**src/bcgd_pkg.sv**
```systemverilog
// Shared types and constants for the button click gesture detector.
// No dependencies; the top level and its checker take names from here by scope.
`default_nettype none

package bcgd_pkg;

    // Width of the configuration write data (widest register)
    localparam int CFG_DATA_W  = 16;
    localparam int CFG_INDEX_W = 2;

    // Register widths
    localparam int CLICK_MIN_W = 8;
    localparam int WINDOW_W    = 8;
    localparam int LONG_W      = 16;

    // Register reset values
    localparam logic [CLICK_MIN_W-1:0] CLICK_MIN_RESET = 8'd1;
    localparam logic [WINDOW_W-1:0]    WINDOW_RESET    = 8'd10;
    localparam logic [LONG_W-1:0]      LONG_RESET      = 16'd40;

    // Register indexes
    localparam logic [CFG_INDEX_W-1:0] CFG_CLICK_MIN = 2'd0;
    localparam logic [CFG_INDEX_W-1:0] CFG_WINDOW    = 2'd1;
    localparam logic [CFG_INDEX_W-1:0] CFG_LONG      = 2'd2;

    // Input word kinds
    localparam logic ACT_SCAN = 1'b0;
    localparam logic ACT_TICK = 1'b1;

    // Result gesture codes
    typedef enum logic [1:0] {
        GEST_NONE   = 2'd0,
        GEST_SINGLE = 2'd1,
        GEST_DOUBLE = 2'd2,
        GEST_LONG   = 2'd3
    } gesture_t;

endpackage

`default_nettype wire

```
**src/button_click_gesture_detector.sv**
```systemverilog
// Button click gesture detector: single click, double click and long press.
// Depends on bcgd_pkg for register indexes, widths and gesture codes.
//
//  channel   | ports                                          | direction
//  ----------+------------------------------------------------+----------
//  input     | s_valid s_ready s_action s_sample_first/second | in
//  result    | m_valid m_ready m_gesture m_key_down           | out
//  config    | cfg_wr_en cfg_index cfg_wdata                  | in
//
// Every input word gives one result word, loaded into the result register when the input register drains.
// One word per cycle is sustained while m_ready holds; the input register and
// the result register each hold one word, and the single pass between them sets the rate.
// A stalled result holds the pipe; the input register still takes one word.
// Synchronous active-low reset clears the counters, flags and both valid bits.
`default_nettype none

module button_click_gesture_detector #(
    parameter int TIME_WIDTH = 16
) (
    input  wire                              aclk,
    input  wire                              aresetn,
    // input channel
    input  wire                              s_valid,
    output logic                             s_ready,
    input  wire                              s_action,
    input  wire                              s_sample_first,
    input  wire                              s_sample_second,
    // result channel
    output logic                             m_valid,
    input  wire                              m_ready,
    output logic [1:0]                       m_gesture,
    output logic                             m_key_down,
    // configuration
    input  wire                              cfg_wr_en,
    input  wire  [bcgd_pkg::CFG_INDEX_W-1:0] cfg_index,
    input  wire  [bcgd_pkg::CFG_DATA_W-1:0]  cfg_wdata
);

    // Comparison width covers both time differences and the widest register
    localparam int CMP_W = (TIME_WIDTH > bcgd_pkg::LONG_W) ? TIME_WIDTH : bcgd_pkg::LONG_W;

    // Configuration registers
    logic [bcgd_pkg::CLICK_MIN_W-1:0] click_min_reg;
    logic [bcgd_pkg::WINDOW_W-1:0]    window_reg;
    logic [bcgd_pkg::LONG_W-1:0]      long_reg;

    // Input register
    logic in_valid_reg;
    logic in_action_reg;
    logic in_first_reg;
    logic in_second_reg;

    // Result register
    logic               out_valid_reg;
    bcgd_pkg::gesture_t gesture_reg;
    logic               key_down_reg;

    // Gesture state
    logic [TIME_WIDTH-1:0] tick_reg,  tick_next;
    logic                  level_reg, level_next;
    logic [TIME_WIDTH-1:0] press1_at_reg,   press1_at_next;
    logic                  press1_seen_reg, press1_seen_next;
    logic [TIME_WIDTH-1:0] rel1_at_reg,     rel1_at_next;
    logic                  rel1_seen_reg,   rel1_seen_next;
    logic [TIME_WIDTH-1:0] press2_at_reg,   press2_at_next;
    logic                  press2_seen_reg, press2_seen_next;
    bcgd_pkg::gesture_t    gesture_next;

    logic advance;
    logic level_in;
    logic [CMP_W-1:0] held_span, press_span, since_rel, press_gap, since_press2;
    logic [CMP_W-1:0] click_min_x, window_x, long_x;
    logic click_hit, double_hit;

    // Handshake: the input register drains whenever the result slot is free
    assign advance = in_valid_reg && (!out_valid_reg || m_ready);
    assign s_ready = !in_valid_reg || advance;
    assign m_valid    = out_valid_reg;
    assign m_gesture  = gesture_reg;
    assign m_key_down = key_down_reg;

    // Time differences, modulo the counter width
    assign level_in     = in_first_reg && in_second_reg;
    assign held_span    = CMP_W'(TIME_WIDTH'(tick_reg - press1_at_reg));
    assign press_span   = CMP_W'(TIME_WIDTH'(rel1_at_reg - press1_at_reg));
    assign since_rel    = CMP_W'(TIME_WIDTH'(tick_reg - rel1_at_reg));
    assign press_gap    = CMP_W'(TIME_WIDTH'(press2_at_reg - press1_at_reg));
    assign since_press2 = CMP_W'(TIME_WIDTH'(tick_reg - press2_at_reg));
    assign click_min_x  = CMP_W'(click_min_reg);
    assign window_x     = CMP_W'(window_reg);
    assign long_x       = CMP_W'(long_reg);

    // Single click wins over a double click in the same scan
    assign click_hit  = press1_seen_reg && rel1_seen_reg
                        && (press_span >= click_min_x) && (since_rel >= window_x);
    assign double_hit = !click_hit && press1_seen_reg && rel1_seen_reg && press2_seen_reg
                        && (press_gap < window_x) && (press_span >= click_min_x)
                        && (since_press2 >= click_min_x);

    // Classify one word
    always_comb begin
        tick_next        = tick_reg;
        level_next       = level_reg;
        press1_at_next   = press1_at_reg;
        press1_seen_next = press1_seen_reg;
        rel1_at_next     = rel1_at_reg;
        rel1_seen_next   = rel1_seen_reg;
        press2_at_next   = press2_at_reg;
        press2_seen_next = press2_seen_reg;
        gesture_next     = bcgd_pkg::GEST_NONE;

        if (in_action_reg == bcgd_pkg::ACT_TICK) begin
            tick_next = tick_reg + TIME_WIDTH'(1);
        end else if (level_in != level_reg) begin
            // Record the edge time
            level_next = level_in;
            if (level_in) begin
                if (press1_seen_reg) begin
                    press2_at_next   = tick_reg;
                    press2_seen_next = 1'b1;
                end else begin
                    press1_at_next   = tick_reg;
                    press1_seen_next = 1'b1;
                end
            end else if (!rel1_seen_reg) begin
                rel1_at_next   = tick_reg;
                rel1_seen_next = 1'b1;
            end
        end else if (level_in) begin
            // Held: long press
            if (held_span >= long_x) begin
                gesture_next = bcgd_pkg::GEST_LONG;
            end
        end else if (click_hit) begin
            gesture_next = bcgd_pkg::GEST_SINGLE;
        end else if (double_hit) begin
            gesture_next = bcgd_pkg::GEST_DOUBLE;
        end

        // Any gesture clears the times and the counter
        if (gesture_next != bcgd_pkg::GEST_NONE) begin
            tick_next        = '0;
            press1_at_next   = '0;
            press1_seen_next = 1'b0;
            rel1_at_next     = '0;
            rel1_seen_next   = 1'b0;
            press2_at_next   = '0;
            press2_seen_next = 1'b0;
        end
    end

    // Configuration writes; unknown indexes drop
    always_ff @(posedge aclk) begin
        if (!aresetn) begin
            click_min_reg <= bcgd_pkg::CLICK_MIN_RESET;
            window_reg    <= bcgd_pkg::WINDOW_RESET;
            long_reg      <= bcgd_pkg::LONG_RESET;
        end else if (cfg_wr_en) begin
            unique case (cfg_index)
                bcgd_pkg::CFG_CLICK_MIN: click_min_reg <= cfg_wdata[bcgd_pkg::CLICK_MIN_W-1:0];
                bcgd_pkg::CFG_WINDOW:    window_reg    <= cfg_wdata[bcgd_pkg::WINDOW_W-1:0];
                bcgd_pkg::CFG_LONG:      long_reg      <= cfg_wdata[bcgd_pkg::LONG_W-1:0];
                default: ;
            endcase
        end
    end

    // Input register: take a word whenever it is free or drains
    always_ff @(posedge aclk) begin
        if (!aresetn) begin
            in_valid_reg <= 1'b0;
        end else if (s_ready) begin
            in_valid_reg <= s_valid;
        end
    end

    always_ff @(posedge aclk) begin
        if (s_ready && s_valid) begin
            in_action_reg <= s_action;
            in_first_reg  <= s_sample_first;
            in_second_reg <= s_sample_second;
        end
    end

    // Advance the gesture state and load the result word
    always_ff @(posedge aclk) begin
        if (!aresetn) begin
            tick_reg        <= '0;
            level_reg       <= 1'b0;
            press1_at_reg   <= '0;
            press1_seen_reg <= 1'b0;
            rel1_at_reg     <= '0;
            rel1_seen_reg   <= 1'b0;
            press2_at_reg   <= '0;
            press2_seen_reg <= 1'b0;
            out_valid_reg   <= 1'b0;
        end else begin
            if (advance) begin
                tick_reg        <= tick_next;
                level_reg       <= level_next;
                press1_at_reg   <= press1_at_next;
                press1_seen_reg <= press1_seen_next;
                rel1_at_reg     <= rel1_at_next;
                rel1_seen_reg   <= rel1_seen_next;
                press2_at_reg   <= press2_at_next;
                press2_seen_reg <= press2_seen_next;
                out_valid_reg   <= 1'b1;
            end else if (m_ready) begin
                out_valid_reg   <= 1'b0;
            end
        end
    end

    always_ff @(posedge aclk) begin
        if (advance) begin
            gesture_reg  <= gesture_next;
            key_down_reg <= level_next;
        end
    end

endmodule

`default_nettype wire

```
**config.mk**
```make
export PLATFORM = sky130hd
export DESIGN_NAME = button_click_gesture_detector
export DESIGN_NICKNAME = d
export VERILOG_FILES = /design/src/bcgd_pkg.sv /design/src/button_click_gesture_detector.sv
export SDC_FILE = /design/constraint.sdc
export NUM_CORES = 1
export LEC_CHECK = 0
export BUFFER_PORTS_ARGS = -buffer_cell sky130_fd_sc_hd__buf_2
export CORE_ASPECT_RATIO = 0.75
export CORE_MARGIN = 2
export CORE_UTILIZATION = 58
export DETAILED_ROUTE_END_ITERATION = 10
export PLACE_DENSITY = 0.78
export SYNTH_ARGS = -nofsm -noshare
export SYNTH_HDL_FRONTEND = slang
export SYNTH_SLANG_ARGS = --single-unit
```
**constraint.sdc**
```tcl
create_clock -name aclk -period 4.2 [get_ports aclk]
set_input_delay 0.21 -clock aclk [delete_from_list [all_inputs] [get_ports aclk]]
set_output_delay 0.21 -clock aclk [all_outputs]
set_load 0.1 [all_outputs]
```
==> key figures <==
Die
  – Die outline area: 18,090 um2
  – Initial Util: 59.02%
  – Die Y: 117.0 um
  – I/O pin total: 31
  – Width of the chip: 154.6 um
  – Core area: 16,720 um2
  – Count of standard-cell rows: 41

Logic synthesis
  – Total nets after synthesis: 1,431
  – Cell area after synthesis: 9871 um2
  – Share of flip-flops with an asynchronous set or reset: 0%
  – Count of flip-flops with a built-in enable after synthesis: 6
  – Mean instance size in the synthesized netlist: 7.730 um2
  – Number of warnings printed during yosys synthesis: 0
  – Number of cells produced by synthesis: 1,277
  – Leading register cell type out of synthesis: sky130_fd_sc_hd__dfxtp_1
  – Flip-flop and latch count after synthesis: 108
  – Fraction of the yosys area taken by sequential cells: 22.51%
  – Count of unique library cells instantiated by Yosys: 70

Power and ir drop
  – Total Power: 2.461 mW
  – Leak: 4.863 nW
  – Maximum ir drop on the vdd rail: 0.2080 mV
  – Power density normalized to cell area: 212.4 nW/um2

Layout
  – Layout cells sized above 1: 14.29%
  – Most common library cell in the layout ignoring fill and taps: sky130_fd_sc_hd__ha_1
  – Layout Area Growth over Synthesis: 17.39%
  – Commonest non-fill, non-tap cells in the layout: 116 x sky130_fd_sc_hd__ha_1, 113 x sky130_fd_sc_hd__nand3_1, 103 x sky130_fd_sc_hd__inv_1
  – Post-layout net count: 1,500
  – Antenna fix cells: 0

Timing
  – Max_slew headroom: 20.64%
  – Highest achievable clock rate: 239.5 MHz
  – Count of final max-slew check failures: 0
  – Final Hold Vio Count: 0
  – RSZ-0062 raised after global routing: true
  – Number of setup violations in the final report: 0
  – Worst setup slack after layout: 0.02510 ns
  – Crit path time final: 4.175 ns
  – Final Skew: 0.009249 ns
  – Final worst hold slack: 0.009660 ns
  – Worst Tran Pin Value: 1.188 ns
  – Part of the cycle the worst path needs: 99.40%

Clock network
  – Worst-Skew Late Latency: 0.37 ns
  – H-tree levels: 3
  – Count of clock tree sinks: 108
  – Root buffer cell: sky130_fd_sc_hd__clkbuf_16
  – TritonCTS buffer count: 9
  – Max Buffers Root-to-Sink: 2
  – Reg clk slew, reported paths: 0.08 ns
  – CTS tree: built

Setup path
  – Data required, critical path: 4.40 ns
  – Worst setup path class: register to register
  – Startpoint class of the critical path: register
  – Arrival time of the worst setup path: 4.38 ns
  – Largest fanout of any net on the critical path: 3
  – Kind of end point of the critical path: register

Drt
  – Initial DRC Count: 1,233
  – Post-detailed-route count of antenna-violating nets: 0
  – Via-per-instance ratio: 6.421
  – Number of iterations in the first detailed-routing pass: 6
  – Wire length reported by the detailed router: 30.61 mm
  – Vias: 10,060
  – Mean routed wirelength per cell: 19.55 um
  – DRC errors left: 0

Place
  – Post-placement worst setup slack: -0.1141 ns
  – Sum of net half-perimeters after detailed placement: 22.25 mm
  – Number of port buffers: 30
  – GP Congestion: 0.9477

Global route
  – Gr usage total: 32.91%
  – Wire length of the first global-routing pass: 46.89 mm
  – Initial antenna violation count: 0
  – Remaining Overflow, GRT: 0
  – Vias in the first global route: 9,015
  – Largest net degree at the start of global routing: 104

Min path
  – Hold Crit Class: primary input to register

Job
  – Max-capacitance violation count: 0

Outcome
  – Status: completed
[cells by family after synthesis]
group                      share of synthesized area [%]
xor gates and xnor gates                           5.501
DFF                                                22.51
muxes                                              1.014
buffers and inverters                              6.363
AOI/OAI and AO/OA                                  26.78
adders and majority gates                          16.61
and+or+nand+nor                                    21.22
[layer usage]
| layer | routed length [um] | vias up | GRT usage (%) |
|---|---|---|---|
| li1 | - | 4800 | - |
| met1 | 13300 | 4721 | 45.98 |
| met2 | 13130 | 479 | 51.37 |
| met3 | 3433 | 56 | 7.842 |
| met4 | 745 | 0 | 8.951 |
| met5 | 0 | - | 0 |
[path summary, 6_finish.rpt]
path	to	from	slack, ns	cells past startpoint
max	m_gesture[1]	press1_at_reg[4]	0.03	17
min	in_first_reg	s_sample_first	0.01	1
max reg2reg	m_gesture[1]	press1_at_reg[4]	0.03	17
min reg2reg	long_reg[14]	long_reg[14]	0.47	2
[power breakdown]
| group | total (mW) | switching (mW) | internal [mW] |
|---|---|---|---|
| sequential | 1.06 | 0.0132 | 1.05 |
| combinational | 0.523 | 0.295 | 0.228 |
| clock | 0.875 | 0.457 | 0.418 |
[per-stage QoR]
stage / setup TNS [ns] / cells / util, % / cell area (um2)
floorplan: 0 / 1277 / - / 9882
global placement: -0.08571 / 1531 / 63.79 / 10670
detailed placement: -0.9934 / 1531 / 63.79 / 10670
CTS: -0.2286 / 1548 / 65.75 / 11000
global route: -2.346 / 1566 / 69.29 / 11590
finish: 0 / 1566 / 69.29 / 11590
[worst max-delay path, cell delays in order (launching register included)]
cell                        delay, ns
sky130_fd_sc_hd__dfxtp_1         0.33
sky130_fd_sc_hd__inv_1           0.10
sky130_fd_sc_hd__ha_1            0.37
sky130_fd_sc_hd__a21o_1          0.21
sky130_fd_sc_hd__or3_1           0.36
sky130_fd_sc_hd__o21ai_1         0.18
sky130_fd_sc_hd__xnor2_1         0.09
sky130_fd_sc_hd__ha_1            0.18
sky130_fd_sc_hd__inv_1           0.05
sky130_fd_sc_hd__o311ai_0        0.15
sky130_fd_sc_hd__a2111oi_0       0.37
sky130_fd_sc_hd__and3_1          0.21
sky130_fd_sc_hd__nand4_1         0.15
sky130_fd_sc_hd__nor4_2          0.23
sky130_fd_sc_hd__o41ai_2         0.12
sky130_fd_sc_hd__buf_4           0.18
sky130_fd_sc_hd__or4b_4          0.48
sky130_fd_sc_hd__a211oi_2        0.23
[cells in the mapped netlist, drive strengths merged, types with 5 or more instances]
library cell    n  share of area (%)
o21a           17                1.3
o21bai         53                4.0
mux2i          10                1.0
nand2b         17                1.1
nor4            6               0.38
nor3           17               0.86
a31oi           7               0.44
inv           105                4.0
o211a           6               0.61
a211o           7               0.62
dfxtp         102                 21
a21boi         18                1.4
o211ai         65                4.9
clkbuf         60                2.3
ha            123                 16
a21o           24                1.8
nand3         113                5.7
xor2           17                1.5
nand2          97                3.7
nor2b          33                2.2
edfxtp          6                1.8
fa              5                1.0
o21ai          42                2.1
nand4          15               0.95
or3            13               0.82
xnor2          45                4.0
a221oi          5               0.44
and2            5               0.32
nor2           71                2.7
a211oi         14                1.1
a21oi          76                3.9
and3           12               0.76
a2111oi         8               0.71
[final cells by class]
type                    count  area [um2]
well taps                 215       269.0
clock buffers               9       225.2
clock inverters             7       68.82
inverters                 105       394.1
multi-input cells        1003        7337
repair buffers            119        1060
flip-flops and latches    108        2233
fillers                  1339        5136
[repair_timing]
action / 4_1_cts / 5_1_grt
hold buffers: 0 / 2
resized for setup: 7 / 70
setup endpoints to repair: 50 / 69
pin swaps: 4 / 53
hold endpoints to repair: 0 / 2
buffers inserted: 1 / 9
gates cloned: 0 / 7
Note: power is estimated with default switching activity, not from simulation.
